$ cat src/cnb_pkg.sv
`default_nettype none
package cnb_pkg;
    localparam int NUM_CLASSES    = 8;
    localparam int MAX_FEATURES   = 8;
    localparam int MAX_CATEGORIES = 16;
    localparam int COUNT_WIDTH    = 16;

    localparam int CLASS_W     = 3;
    localparam int FEAT_W      = 3;
    localparam int CAT_W       = 4;
    localparam int ADDR_W      = CLASS_W + FEAT_W + CAT_W;
    localparam int STORE_DEPTH = NUM_CLASSES * MAX_FEATURES * MAX_CATEGORIES;

    localparam int LOG_IN_W = 17;
    localparam int EXP_W    = 5;
    localparam int LOG_W    = EXP_W + 8;
    localparam int ACC_W    = 20;
    localparam int SCORE_W  = 17;

    localparam logic [1:0] KIND_TRAIN  = 2'd0;
    localparam logic [1:0] KIND_QUERY  = 2'd1;
    localparam logic [1:0] KIND_CLEAR  = 2'd2;
    localparam logic [1:0] KIND_UNUSED = 2'd3;

    localparam logic [1:0] REG_ALPHA    = 2'd0;
    localparam logic [1:0] REG_CATEGORY = 2'd1;
    localparam logic [1:0] REG_FEATURE  = 2'd2;
    localparam logic [1:0] REG_UNUSED   = 2'd3;

    typedef struct packed {
        logic                start;
        logic [LOG_IN_W-1:0] x;
    } log_req_t;

    typedef struct packed {
        logic             done;
        logic [LOG_W-1:0] value;
    } log_rsp_t;
endpackage
`default_nettype wire

$ cat src/cnb_log2.sv
`default_nettype none
module cnb_log2
    import cnb_pkg::*;
(
    input  wire logic     clk,
    input  wire logic     rst_n,
    input  wire log_req_t req,
    output log_rsp_t      rsp
);
    logic             busy_reg, busy_next;
    logic             done_reg, done_next;
    logic [2:0]       iter_reg, iter_next;
    logic [31:0]      m_reg, m_next;
    logic [EXP_W-1:0] e_reg, e_next;
    logic [7:0]       frac_reg, frac_next;
    logic [EXP_W-1:0] msb;
    logic [63:0]      prod;
    logic [32:0]      sq;

    always_comb
    begin
        msb = '0;
        for (int i = 0; i < LOG_IN_W; i++)
        begin
            if (req.x[i])
            begin
                msb = EXP_W'(i);
            end
        end
    end

    assign prod = 64'(m_reg) * 64'(m_reg);
    assign sq   = prod[63:31];

    always_comb
    begin
        busy_next = busy_reg;
        done_next = 1'b0;
        iter_next = iter_reg;
        m_next    = m_reg;
        e_next    = e_reg;
        frac_next = frac_reg;
        if (req.start)
        begin
            busy_next = 1'b1;
            iter_next = '0;
            e_next    = msb;
            m_next    = 32'(req.x) << (EXP_W'(31) - msb);
            frac_next = '0;
        end
        else if (busy_reg)
        begin
            // square the mantissa; a square of 2.0 or more yields a one bit
            if (sq[32])
            begin
                m_next    = sq[32:1];
                frac_next = {frac_reg[6:0], 1'b1};
            end
            else
            begin
                m_next    = sq[31:0];
                frac_next = {frac_reg[6:0], 1'b0};
            end
            iter_next = iter_reg + 3'd1;
            if (iter_reg == 3'd7)
            begin
                busy_next = 1'b0;
                done_next = 1'b1;
            end
        end
    end

    always_ff @(posedge clk or negedge rst_n)
    begin
        if (!rst_n)
        begin
            busy_reg <= 1'b0;
            done_reg <= 1'b0;
            iter_reg <= '0;
        end
        else
        begin
            busy_reg <= busy_next;
            done_reg <= done_next;
            iter_reg <= iter_next;
        end
    end

    always_ff @(posedge clk)
    begin
        m_reg    <= m_next;
        e_reg    <= e_next;
        frac_reg <= frac_next;
    end

    assign rsp.done  = done_reg;
    assign rsp.value = {e_reg, frac_reg};
endmodule
`default_nettype wire

$ cat config.mk
export PLATFORM = sky130hd
export DESIGN_NAME = cnb_log2
export DESIGN_NICKNAME = d
export VERILOG_FILES = /design/src/cnb_pkg.sv /design/src/cnb_log2.sv
export SDC_FILE = /design/constraint.sdc
export NUM_CORES = 2
export LEC_CHECK = 0
export ABC_AREA = 1
export BUFFER_PORTS_ARGS = -buffer_cell sky130_fd_sc_hd__buf_2
export CORE_MARGIN = 4
export CORE_UTILIZATION = 35
export CTS_BUF_LIST = sky130_fd_sc_hd__clkbuf_8
export CTS_CLUSTER_SIZE = 14
export DETAILED_ROUTE_END_ITERATION = 10
export HOLD_SLACK_MARGIN = 0.02
export SYNTH_ARGS = -nofsm -noshare
export SYNTH_HDL_FRONTEND = slang
export SYNTH_SLANG_ARGS = --single-unit
export TNS_END_PERCENT = 30
$ cat constraint.sdc
create_clock -name clk -period 15.2 [get_ports clk]
set_input_delay 3.04 -clock clk [delete_from_list [all_inputs] [get_ports clk]]
set_output_delay 3.04 -clock clk [all_outputs]
set_load 0.005 [all_outputs]
# Word level (Yosys, flattened, before mapping)
# Cells that the tools add are included.
# word_totals
regBits,50
latchBits,0
ramBits,0
romBits,0
in_bits,20
out_inout_bits,14
word_cells,40
n_memories,0
# classes
addsub,2
n_mul,1
n_div,0
magnitude_cmp,0
n_eq_ne,1
shifts,1
n_mux,28
bitwise_logic,0
n_reduce_logical,1
# ops
op,count
2-to-1 mux 32 bit,3
2-to-1 mux 5 bit,14
multiplier 32 x 32 -> 64 bit,1
left shift 17 x 5 -> 32 bit,1
2-to-1 mux 1 bit,8
2-to-1 mux 3 bit,2
subtractor 5 bit (first input constant),1
adder 3 x 1 -> 3 bit (second input constant),1
== test 3 bit (second input constant),1
2-to-1 mux 2 bit,1
nonzero test 2 bit,1

# Longest topological paths before layout
# logic_depth
depth_word,19
ltp_mapped,36
depth_no_buf,33

# Worst setup path before layout
# No wires, ideal clock.
# synth_path
kind,reg-to-reg
from,register m_reg[14]
to,register m_reg[22] (data pin)
setup_ns,0.259
t_arrival_ns,7.004
required_time_ns,14.941
path_slack_ns,7.937
path_stages_with_launch,35
n_path_buf,4
period_less_slack_ns,7.263
cell_sequence,edfxtp_1 -> clkbuf_1 -> buf_1 -> nand2_1 -> fa_1 -> inv_1 -> fa_1 -> inv_1 -> fa_1 -> fa_1 -> inv_1 -> fa_1 -> inv_1 -> fa_1 -> inv_1 -> fa_1 -> fa_1 -> ha_1 -> nand2_1 -> nor2_1 -> inv_1 -> nor2_1 -> inv_1 -> nor2_1 -> nand2_1 -> nand2_2 -> nand3_2 -> nand2_1 -> nand2_1 -> nand2_2 -> buf_6 -> buf_8 -> nand2_1 -> nand3_1 -> nand3_1
# synth_via
elab_chain_cells,4
# synth_rtl
item,line_no,source
from (decl),cnb_log2.sv:13,"logic [31:0] m_reg, m_next;"
from (signal assigned),cnb_log2.sv:91,m_reg <= m_next;
multiplier 32 x 32 -> 64 bit,cnb_log2.sv:32,assign prod = 64'(m_reg) * 64'(m_reg);
2-to-1 mux 32 bit,cnb_log2.sv:54,if (sq[32])
2-to-1 mux 32 bit,cnb_log2.sv:51,else if (busy_reg)
2-to-1 mux 32 bit,cnb_log2.sv:43,if (req.start)
named net m_next[22],cnb_log2.sv:13,
# The timed path passes the listed nets, and every way through them passes these cells. The select of a mux whose other input is x is not followed.
# A chain may end at the register's enable or synchronous reset.

# Worst setup path in the final report
# layout_path
from,register m_reg[14]
to,register m_reg[21] (data pin)
# The elaborated chain is that of the path after synthesis.

==> results.ini <==
[timing]
clock-skew-final_ps=15.2
timing.final.crit_share=0.592
final-max-slew-violation-count=0
min_period_ps=8990
max_freq_ghz=0.111
rsz0062_at_grt=no
setup_viol_count_final=0
slew_headroom=0.249
finalSetupTns_ps=0
worst_slack_ps=6210
hold_viol_final=0
tightestPinTransition_ps=1130

[logic_synthesis]
synth_area_leader_cell=fa_1
ys_seq_area_frac=0.0422
syn_area_um2=33100
synth_edf_count=37
syn-mean-instance-area_um2=8.21
ys.flop_type=edfxtp_1
synth_warnings=0
netlist_top_cells_area=fa_1, inv_1, ha_1
synth-seq-cells=50
synth.distinct_cells=46
synth_common_cells=inv_1, fa_1, nand2_1
async_reset_ff_frac=0.100
synth_top_area_share=0.478
synth_nets=5143
yosysMostFrequentCell=inv_1
synth_cells=4032

[cts]
cts_buffer_depth=2
cts_root_buf=clkbuf_8
postCtsSetupRepairBufs=0
cts_tree=built
clock-sinks=50
clock_latency_ps=340
cts_buffers=5
hold_buffers=0
ctsHtreeMaxLevel=2
clk_pin_slew_ps=120
cts_resized=0

[place]
post-place-ws_ps=6280
routabilityCongestion=0.951
io_buffers=33
dp_hpwl_um=72200

[die]
num_rows=112
dieWidth_um=316
die_h_um=316
dieArea_um2=99600
io_pins=34
coreArea_um2=93600
start_util=0.354

[grt]
antenna_found_initial=0
grtUsageTotal=0.186
grt_pass1_wl_um=145000
gr-total-overflow=0
grt_pass1_vias=26600
grt_max_degree=38

[drt]
viasPerCell=4.69
dr.pass1.iters=6
drc=0
wl_per_cell_um=17.0
ant_nets=0
vias=24600
wirelength_um=88800
drt_first_iter_violations=1761

[setup_path]
path_class=register to register
arrival_ps=9070
critPathLaunchType=register
critical_path_required_ps=15270
cpMostUsedCell=fa_1
worstPathMaxFanout=29
cp_slowest_cell=edfxtp_1
crit_path_end_kind=register
max_stage_delay_ps=1080

[cells_and_area]
final_nets=5094
largest_reg_flops=32
syn_to_final_growth_pct=4.86
utilization=0.371
drive_above_1_share=0.0254

[outcome]
outcome=finished, final reports clean

[flow_run]
maxCapViolCount=0

[min_path]
worstHoldPathType=register to register

## final cells by class
cell class,count,area (um^2)
Sequential cell,50,1400
Clock inverter,2,38.8
Antenna cell,2,5.00
Timing Repair Buffer,67,420
Multi-Input combinational cell,2544,26300
Fill cell,9792,58900
Inverter,1315,4940
Clock buffer,6,82.6
Tap cell,1254,1570
## critical path, delay by kind of cell (launching register included)
kind	cells	cell delay, ps
AOI/OAI and AO/OA	3	620
adders and majority gates	9	4310
buffers and inverters	7	1260
and+or+nand+nor	11	1430
DFF	1	1080
## final timing paths
| kind | from | to | slack [ps] | cells past startpoint |
|---|---|---|---|---|
| min in group asynchronous | rst_n | done_reg | 2500 | 1 |
| worst min-delay path | frac_reg[5] | frac_reg[5] | 500 | 2 |
| max in group asynchronous | rst_n | iter_reg[0] | 12560 | 1 |
| worst max register to register | m_reg[14] | m_reg[21] | 6210 | 30 |
| worst max-delay path | m_reg[14] | m_reg[21] | 6210 | 30 |
| worst min register to register | frac_reg[5] | frac_reg[5] | 500 | 2 |
## stage by stage
| step | instance area [um^2] | cells | hold WS (ps) |
|---|---|---|---|
| after floorplan | 33100 | 4032 | 475 |
| after global placement | 34600 | 5230 | 478 |
| after detailed placement | 34600 | 5230 | 481 |
| after CTS | 34700 | 5238 | 499 |
| after global routing | 34700 | 5238 | 517 |
| final | 34700 | 5240 | 495 |
## cells by family (layout without fill, tap and decap cells)
| logic type | after synthesis | after routing | synth area share |
|---|---|---|---|
| buffers and inverters | 1438 | 1390 | 0.164 |
| AND/OR/NAND/NOR | 1133 | 1133 | 0.138 |
| adder cells (fa/ha/maj) | 1091 | 1091 | 0.592 |
| AO/OA/AOI/OAI | 245 | 245 | 0.0439 |
| XOR/XNOR | 75 | 75 | 0.0198 |
| flip-flops | 50 | 50 | 0.0422 |
| other | 0 | 2 | 0 |
## cells in the final DEF (no fill, tap or decap), types with 34 or more instances in the layout
cell      netlist  final
a21oi_1        83     83
buf_4           4     34
edfxtp_1       37     37
fa_1          791    791
ha_1          300    300
inv_1        1310   1310
nand2_1       778    778
nand3_1       145    145
nor2_1        163    163
o21ai_0        57     57
xor2_1         50     50
## metal layers
metal	track usage	wire, um	up-vias
li1	-	-	11500
met2	0.315	42700	767
met1	0.254	37800	12200
met3	0.0286	6370	103
met4	0.0406	1930	0
met5	0	0	-
Power is left out: the tool's default activity adds up to more than one toggle a clock period on the data nets, which glitch-free logic cannot reach.
